**src/rtl/sws_pkg.sv**
```systemverilog
// Package for the shell word splitter: constants, state and result types.
`timescale 1ns / 1ps

package sws_pkg;

   localparam int MAX_WORDS = 64;
   localparam int WORD_TOP  = ((MAX_WORDS - 1) < 63) ? (MAX_WORDS - 1) : 63;

   localparam logic [7:0] CH_BSLASH = 8'h5C;
   localparam logic [7:0] CH_SQUOTE = 8'h27;
   localparam logic [7:0] CH_DQUOTE = 8'h22;
   localparam logic [7:0] CH_SPACE  = 8'h20;

   localparam logic [5:0] WORD_TOP_IDX = 6'(WORD_TOP);

   typedef enum logic [1:0] {
      QK_NONE   = 2'd0,
      QK_SINGLE = 2'd1,
      QK_DOUBLE = 2'd2
   } quote_kind_type;

   typedef struct packed {
      quote_kind_type quote_kind;
      logic           inside_quote;
      logic           escape_pending;
      logic           word_open;
      logic [5:0]     word_number;
   } split_state_type;

   typedef struct packed {
      logic       out_valid;
      logic [7:0] out_byte;
      logic [5:0] word_index;
      logic       word_end;
      logic       line_done;
   } split_result_type;

   localparam split_state_type STATE_RESET = '{
      quote_kind:     QK_NONE,
      inside_quote:   1'b0,
      escape_pending: 1'b0,
      word_open:      1'b0,
      word_number:    6'd0
   };

endpackage

```
**src/rtl/sws_step.sv**
```systemverilog
// Per-byte next-state and result logic of the word splitter.
`timescale 1ns / 1ps

module sws_step (
   input  sws_pkg::split_state_type  cur_state,
   input  logic [7:0]                in_byte,
   input  logic                      is_last,
   output sws_pkg::split_state_type  nxt_state,
   output sws_pkg::split_result_type result
);
   import sws_pkg::*;

   split_state_type st;
   quote_kind_type  kind;
   logic            valid;
   logic            wend;
   logic            is_quote;

   always_comb begin
      st       = cur_state;
      valid    = 1'b0;
      wend     = 1'b0;
      is_quote = (in_byte == CH_SQUOTE) || (in_byte == CH_DQUOTE);
      kind     = (in_byte == CH_SQUOTE) ? QK_SINGLE : QK_DOUBLE;

      if (cur_state.word_number == 6'd0) begin
         // command name: spaces only
         if (in_byte == CH_SPACE) begin
            if (cur_state.word_open) begin
               wend = 1'b1;
            end
         end else begin
            valid        = 1'b1;
            st.word_open = 1'b1;
         end
      end else if (cur_state.escape_pending) begin
         st.escape_pending = 1'b0;
         valid             = 1'b1;
         st.word_open      = 1'b1;
      end else if (in_byte == CH_BSLASH && !cur_state.inside_quote) begin
         st.escape_pending = 1'b1;
         st.word_open      = 1'b1;
      end else if (is_quote) begin
         st.word_open = 1'b1;
         if (cur_state.quote_kind == QK_NONE) begin
            st.quote_kind   = kind;
            st.inside_quote = 1'b1;
         end else if (cur_state.quote_kind == kind) begin
            st.inside_quote = ~cur_state.inside_quote;
         end else begin
            valid = 1'b1;
         end
      end else if (in_byte == CH_SPACE && !cur_state.inside_quote) begin
         if (cur_state.word_open) begin
            wend = 1'b1;
         end
      end else begin
         valid        = 1'b1;
         st.word_open = 1'b1;
      end

      // word close: clear quote state and step the index
      if (wend) begin
         st.quote_kind     = QK_NONE;
         st.inside_quote   = 1'b0;
         st.escape_pending = 1'b0;
         st.word_open      = 1'b0;
         if (cur_state.word_number < WORD_TOP_IDX) begin
            st.word_number = cur_state.word_number + 6'd1;
         end
      end

      if (is_last) begin
         if (st.word_open) begin
            wend = 1'b1;
         end
         st = STATE_RESET;
      end

      nxt_state         = st;
      result.out_valid  = valid;
      result.out_byte   = valid ? in_byte : 8'd0;
      result.word_index = cur_state.word_number;
      result.word_end   = wend;
      result.line_done  = is_last;
   end

endmodule

```
**src/rtl/shell_word_splitter_unit.sv**
```systemverilog
// Top level of the shell word splitter.
//
// Splits a command line, fed one byte per req_ transfer (req_is_last on the
// final byte), into words. Every request transfer yields exactly one rsp_
// transfer: a word byte (rsp_out_valid), a word-end mark, both, or nothing.
// rsp_word_index numbers the word, 0 being the command name; it saturates
// at 63. rsp_line_done marks the response to the last byte.
// Latency: the response is presented the cycle after the request transfer.
// Throughput: one byte per cycle unless stalled, set by the single result
// register; splitter state is updated in the same cycle the byte is taken.
// A request is taken while the result register is empty or being drained,
// so req_stall follows rsp_stall only when a result is held.
// Reset (synchronous) empties the result register and returns the splitter
// to the start of a line. While rsp_stall is high the held result stays put.
`timescale 1ns / 1ps

module shell_word_splitter_unit (
   input  logic       clock,
   input  logic       reset,
   input  logic       req_valid,
   output logic       req_stall,
   input  logic [7:0] req_in_byte,
   input  logic       req_is_last,
   output logic       rsp_valid,
   input  logic       rsp_stall,
   output logic       rsp_out_valid,
   output logic [7:0] rsp_out_byte,
   output logic [5:0] rsp_word_index,
   output logic       rsp_word_end,
   output logic       rsp_line_done
);
   import sws_pkg::*;

   split_state_type  state_ff;
   split_state_type  state_in;
   split_result_type result_ff;
   split_result_type result_in;
   logic             rsp_valid_ff;
   logic             req_take;

   assign req_stall = rsp_valid_ff && rsp_stall;
   assign req_take  = req_valid && !req_stall;

   sws_step u_step (
      .cur_state (state_ff),
      .in_byte   (req_in_byte),
      .is_last   (req_is_last),
      .nxt_state (state_in),
      .result    (result_in)
   );

   always_ff @(posedge clock) begin
      if (reset) begin
         state_ff     <= STATE_RESET;
         rsp_valid_ff <= 1'b0;
      end else begin
         if (req_take) begin
            state_ff <= state_in;
         end
         if (req_take) begin
            rsp_valid_ff <= 1'b1;
         end else if (!rsp_stall) begin
            rsp_valid_ff <= 1'b0;
         end
      end
   end

   always_ff @(posedge clock) begin
      if (req_take) begin
         result_ff <= result_in;
      end
   end

   assign rsp_valid      = rsp_valid_ff;
   assign rsp_out_valid  = result_ff.out_valid;
   assign rsp_out_byte   = result_ff.out_byte;
   assign rsp_word_index = result_ff.word_index;
   assign rsp_word_end   = result_ff.word_end;
   assign rsp_line_done  = result_ff.line_done;

endmodule

```
**config.mk**
```make
export PLATFORM = sky130hd
export DESIGN_NAME = shell_word_splitter_unit
export DESIGN_NICKNAME = d
export VERILOG_FILES = /design/src/rtl/sws_pkg.sv /design/src/rtl/sws_step.sv /design/src/rtl/shell_word_splitter_unit.sv
export SDC_FILE = /design/constraint.sdc
export NUM_CORES = 1
export LEC_CHECK = 0
export ABC_AREA = 1
export BUFFER_PORTS_ARGS = -buffer_cell sky130_fd_sc_hd__buf_2
export CORE_UTILIZATION = 30
export DETAILED_ROUTE_END_ITERATION = 7
export GPL_TIMING_DRIVEN = 1
export MAX_ROUTING_LAYER = met4
export SLEW_MARGIN = 20
export SYNTH_ARGS = -nofsm -noshare
export SYNTH_HDL_FRONTEND = slang
export SYNTH_SLANG_ARGS = --single-unit
export TNS_END_PERCENT = 1
```
**constraint.sdc**
```tcl
create_clock -name clock -period 1.8 [get_ports clock]
set_input_delay 0.27 -clock clock [delete_from_list [all_inputs] [get_ports clock]]
set_output_delay 0.27 -clock clock [all_outputs]
set_load 0.005 [all_outputs]
```
== Yosys cells after proc, flatten, opt, wreduce, memory -nomap -nowiden ==
Index checks and enable logic that the tools add are counted.
Storage, ports and cells
  flip-flop bits (word level): 29
  input bits: 13
  output and inout port bits: 19
  word-level logic and storage cells: 78
Operators by class
  add/subtract/negate cells: 1
  magnitude comparators: 1
  equal/unequal tests: 9
  multiplexer cells: 37
  bitwise gates (word level): 1
  reductions and logical operators: 18
Operators by type and width (count)
  2-to-1 mux 1 bit: 27
  equality test 8 x 6 -> 1 bit (second input constant): 3
  2-to-1 mux 11 bit: 2
  AND reduction 6 bit: 2
  2-to-1 mux 3 bit: 3
  equality test 8 x 7 -> 1 bit (second input constant): 1
  adder 6 x 1 -> 6 bit (second input constant): 1
  zero test 6 bit: 1
  < comparator 6 bit (second input constant): 1
  2-to-1 mux 2 bit: 3
  2-to-1 mux 6 bit: 1
  != test 3 bit (second input constant): 2
  nonzero test 3 bit: 2
  logical AND 1 bit: 4
  2-to-1 mux 4 bit: 1
  nonzero test 2 bit: 2
  nonzero test 4 bit: 1
  != test 3 x 2 -> 1 bit (second input constant): 1
  AND reduction 3 bit: 1
  equality test 2 bit: 1
  zero test 1 bit: 2
  zero test 2 bit: 1
  != test 2 x 1 -> 1 bit (second input constant): 1
  AND reduction 2 bit: 1
  other kinds (2): 2

== Logic depth before layout (Yosys ltp) ==
  word-level depth: 12
  depth in mapped cells: 13
  mapped depth without buffers: 13

== Modules after synthesis ==
A second synthesis with hierarchy kept.
Second synthesis, totals
  cells, all modules: 258
  area, all modules: 1888.1 µm²
By module, submodules not included
  shell_word_splitter_unit: instances 1, cells an instance 95, area each 1074.8 µm², seq. area each 750.7 µm²
  sws_step: instances 1, cells an instance 163, area each 813.3 µm², seq. area each 0.0 µm²

== Worst setup path before layout ==
OpenSTA, ideal clock, no wires.
  path type: register -> register
  from: reg rsp_valid_ff, in the netlist rsp_valid
  to: reg state_ff[10] (netlist name)
  library setup time: 0.113 ns
  data arrival time: 1.526 ns
  data required time: 1.687 ns
  slack: 0.161 ns
  cell stages (with the launch flop): 9
  buffers on the path: 0
  clock period less this slack: 1.639 ns
  cells stage by stage: dfxtp_1 -> nand2_1 -> inv_1 -> nor2_2 -> nand2_2 -> nand2_2 -> nand2_2 -> nor2_1 -> nor2_1
Between the ends
  longest elaborated chain between the ends: 4
Ends and longest elaborated chain
  start: declaration: RTL line shell_word_splitter_unit.sv:38  | logic rsp_valid_ff;
  start signal: assignment: RTL line shell_word_splitter_unit.sv:55  | rsp_valid_ff <= 1'b0;
  start signal: assignment: RTL line shell_word_splitter_unit.sv:61  | rsp_valid_ff <= 1'b1;
  start signal: assignment: RTL line shell_word_splitter_unit.sv:63  | rsp_valid_ff <= 1'b0;
  logical AND 1 bit: RTL line shell_word_splitter_unit.sv:41  | assign req_stall = rsp_valid_ff && rsp_stall;
  net req_stall: RTL line shell_word_splitter_unit.sv:21  | output logic req_stall,
  zero test 1 bit: RTL line shell_word_splitter_unit.sv:42  | assign req_take = req_valid && !req_stall;
  logical AND 1 bit: RTL line shell_word_splitter_unit.sv:42
  net req_take: RTL line shell_word_splitter_unit.sv:39  | logic req_take;
  AND reduction 6 bit (no source line)
  end signal: assignment: RTL line shell_word_splitter_unit.sv:58  | state_ff <= state_in;
  end: declaration: RTL line shell_word_splitter_unit.sv:34  | split_state_type state_ff;
The timed path passes the listed nets, and every way through them passes these cells.
A chain may end at the register's enable or synchronous reset.

== Worst setup path in the final report ==
  from: reg state_ff[1] (netlist name)
  to: reg state_ff[5] (netlist name)
Between the ends
  longest elaborated chain between the ends: 4
  elaborated cells on any way between the ends: 10
  classes of those cells: 1 x add/sub; 1 x order compare; 4 x mux; 4 x reduce/logical
Ends and longest elaborated chain (RTL line)
  adder 6 x 1 -> 6 bit / zero test 6 bit (equally long branches): sws_step.sv:69, sws_step.sv:26
  2-to-1 mux 6 bit / 2-to-1 mux 1 bit (equally long branches): sws_step.sv:68, sws_step.sv:26
  2-to-1 mux 11 bit / nonzero test 2 bit (equally long branches)
  2-to-1 mux 11 bit / AND reduction 3 bit (equally long branches)
Parallel ways exist; a longest one is shown, timed or not. The select of a mux whose other input is x is not followed.

==> impl_metrics.env <==
export IMPL_grt_antenna_before_repair=0
export IMPL_vdd_ir_drop_max_uv=304
export IMPL_status="complete, no violations"
export IMPL_hold_slack_ns=0.188
export IMPL_gp_congestion=0.846
export IMPL_clock_tree_buffer_depth=2
export IMPL_syn_avg_cell_area_um2=8.69
export IMPL_n_antenna_cell=0
export IMPL_setup_viol=0
export IMPL_via_count=1280
export IMPL_start_util_pct=31.8
export IMPL_wl_met1_mm=1.49
export IMPL_htree_levels=2
export IMPL_cts_buffers=5
export IMPL_clock_sinks=29
export IMPL_wl_per_cell_um=10.6
export IMPL_holdBufCountCts=0
export IMPL_die_x_um=73.2
export IMPL_rows=25
export IMPL_final_cell_mix="buf_2, nor2_1, nand2_1"
export IMPL_maxSlewViolCount=0
export IMPL_final_common_cell="buf_2"
export IMPL_drc_errors=0
export IMPL_dr_wl_met2_mm=1.34
export IMPL_powerDensity_nw_per_um2=818
export IMPL_period_share_pct=92.6
export IMPL_arrival_ns=1.87
export IMPL_final_cell_area_um2=1930
export IMPL_overflow=0
export IMPL_grt_max_degree=16
export IMPL_fillerInstances=481
export IMPL_dieArea_um2=5360
export IMPL_hold_class="input pin to flip-flop"
export IMPL_p_clk_share_pct=34.3
export IMPL_skew_ns=0.00316
export IMPL_crit_path_end_kind="flip-flop"
export IMPL_post_dp_hpwl_mm=2.34
export IMPL_ant_nets=0
export IMPL_wl_mm=3.06
export IMPL_die_y_um=73.2
export IMPL_worst_slack_ns=0.132
export IMPL_synth_seq_cells=29
export IMPL_seq_area_frac_synth_pct=49.3
export IMPL_placed_cell_area_um2=1800
export IMPL_p_int_mw=1.17
export IMPL_drt_iter0_markers=92
export IMPL_clk_pin_slew_worst_paths_ns=0.06
export IMPL_rsz0062_at_grt="no"
export IMPL_area_delta_synth_final_pct=27.1
export IMPL_io_buffers=31
export IMPL_grt_pass1_vias=1182
export IMPL_nets=236
export IMPL_drive_gt1_share_pct=34.7
export IMPL_required_ns=2.00
export IMPL_tightest_slew_ns=0.448
export IMPL_syn_instance_count=175
export IMPL_syn_area_um2=1520
export IMPL_total_leakage_power_nw=0.846
export IMPL_combPwrFrac_pct=16.1
export IMPL_via_per_inst=4.43
export IMPL_yosys_warnings=0
export IMPL_clock_latency_ns=0.27
export IMPL_start_kind="flip-flop"
export IMPL_grt_pass1_wl_mm=5.18
export IMPL_synth_distinct_cells=28
export IMPL_critical_path_class="flip-flop to flip-flop"
export IMPL_post_place_ws_ns=-0.0161
export IMPL_synth_nets=190
export IMPL_seq_area_um2=752
export IMPL_max_freq_ghz=0.600
export IMPL_instances_no_fill=289
export IMPL_dr_wl_met3_um=188
export IMPL_cp_max_fo=8
export IMPL_grtUsageTotal_pct=13.0
export IMPL_dp_cells=278
export IMPL_min_period_ns=1.67
export IMPL_cts_tree="built"
export IMPL_drv_cap=0
export IMPL_io_pins=32
export IMPL_top_layer_used="met4"
export IMPL_p_switching_mw=0.409
export IMPL_hold_viol=0
export IMPL_maxSlewHeadroom_pct=70.1
export IMPL_sw_frac_of_total_pct=25.9
export IMPL_root_buffer="clkbuf_8"
export IMPL_core_um2=4790
export IMPL_firstDrtPassIters=4
export IMPL_multi_input_area_um2=676
export IMPL_p_seq_share_pct=49.6
synth_stat cells:
cell,count,area share [%]
a21oi_4,1,1.1
nor3_4,1,1.1
nor2_4,1,0.74
edfxtp_1,17,34
clkbuf_1,1,0.25
nand3_2,1,0.66
o2111a_1,1,0.74
a21oi_1,9,3.0
o21ai_0,2,0.66
nand2_1,28,6.9
a31oi_1,1,0.41
dfxtp_1,12,16
inv_1,20,4.9
ha_1,2,1.6
o21ai_1,4,1.3
nand4_4,1,1.4
nor3_2,1,0.66
nor2_1,29,7.2
nand3_4,3,3.5
clkinv_1,1,0.25
nand3_1,7,2.3
xor2_1,3,1.7
nand2_2,5,2.1
o2111ai_1,1,0.58
inv_2,8,2.0
nor2_2,5,2.1
nand4_1,5,2.1
nor3_1,5,1.6
cell type report:
class / count / area share, %
multi-input cells: 116 / 35.0
flip-flops and latches: 29 / 38.9
well taps: 67 / 4.34
repair buffers: 40 / 11.5
clock buffers: 8 / 4.66
inverters: 29 / 5.63
final timing paths:
check / from / end / slack [ns] / cells past startpoint
setup / recovery: state_ff[1] / state_ff[5] / 0.13 / 10
hold / removal: req_in_byte[7] / rsp_out_byte[7] / 0.19 / 1
setup reg to reg: state_ff[1] / state_ff[5] / 0.13 / 10
hold reg to reg: state_ff[1] / rsp_word_index[1] / 0.48 / 0
registers in the layout (all words and copies together), names as in the netlist:
name,cells
rsp_line_done,1
rsp_out_byte,8
rsp_out_valid,1
rsp_valid,1
rsp_word_end,1
rsp_word_index,6
state_ff,11
power groups by stage:
stage          combinational, mW  sequential (mW)  clock, mW
4_1_cts                    0.245            0.783      0.561
6_report                   0.255            0.784      0.543
3_3_place_gp               0.242            0.797          0
5_1_grt                    0.287            0.790      0.584
2_1_floorplan              0.148            0.801          0
3_5_place_dp               0.244            0.797          0
per-layer routing:
| layer | up-vias | GRT usage, % |
|---|---|---|
| met5 | - | - |
| met4 | 0 | 5.23 |
| met3 | 4 | 3.73 |
| met2 | 36 | 19.7 |
| met1 | 577 | 16.4 |
| li1 | 663 | - |
what timing repair did:
| item | 4_1_cts | 5_1_grt |
|---|---|---|
| buffers inserted | 0 | 3 |
| resized for setup | 0 | 6 |
| endpoints found under the setup margin | 0 | 10 |
cells by family after synthesis:
group | after synthesis | share of synthesized area, %
compound gates | 19 | 7.73
xor+xnor | 3 | 1.73
fa+ha+maj | 2 | 1.64
buf+inv | 30 | 7.40
flops | 29 | 49.3
simple gates | 92 | 32.2
worst max-delay path: stages, from the launching register on:
cell	delay [ns]
dfxtp_2	0.34
inv_2	0.07
ha_4	0.15
nand3_1	0.09
nor3_2	0.23
nand3_2	0.15
nand3_4	0.14
nand3_4	0.13
inv_2	0.11
nand2_1	0.05
a21oi_1	0.13
metrics by stage:
| step | setup TNS, ns | total power, mW | utilization [%] |
|---|---|---|---|
| after floorplan | 0 | 0.949 | - |
| after global placement | 0 | 1.04 | 37.6 |
| after detailed placement | -0.0461 | 1.04 | 37.6 |
| after CTS | 0 | 1.59 | 39.5 |
| after global routing | 0 | 1.66 | 40.4 |
| final | 0 | 1.58 | 40.4 |
Power figures use the tool's default switching activity.
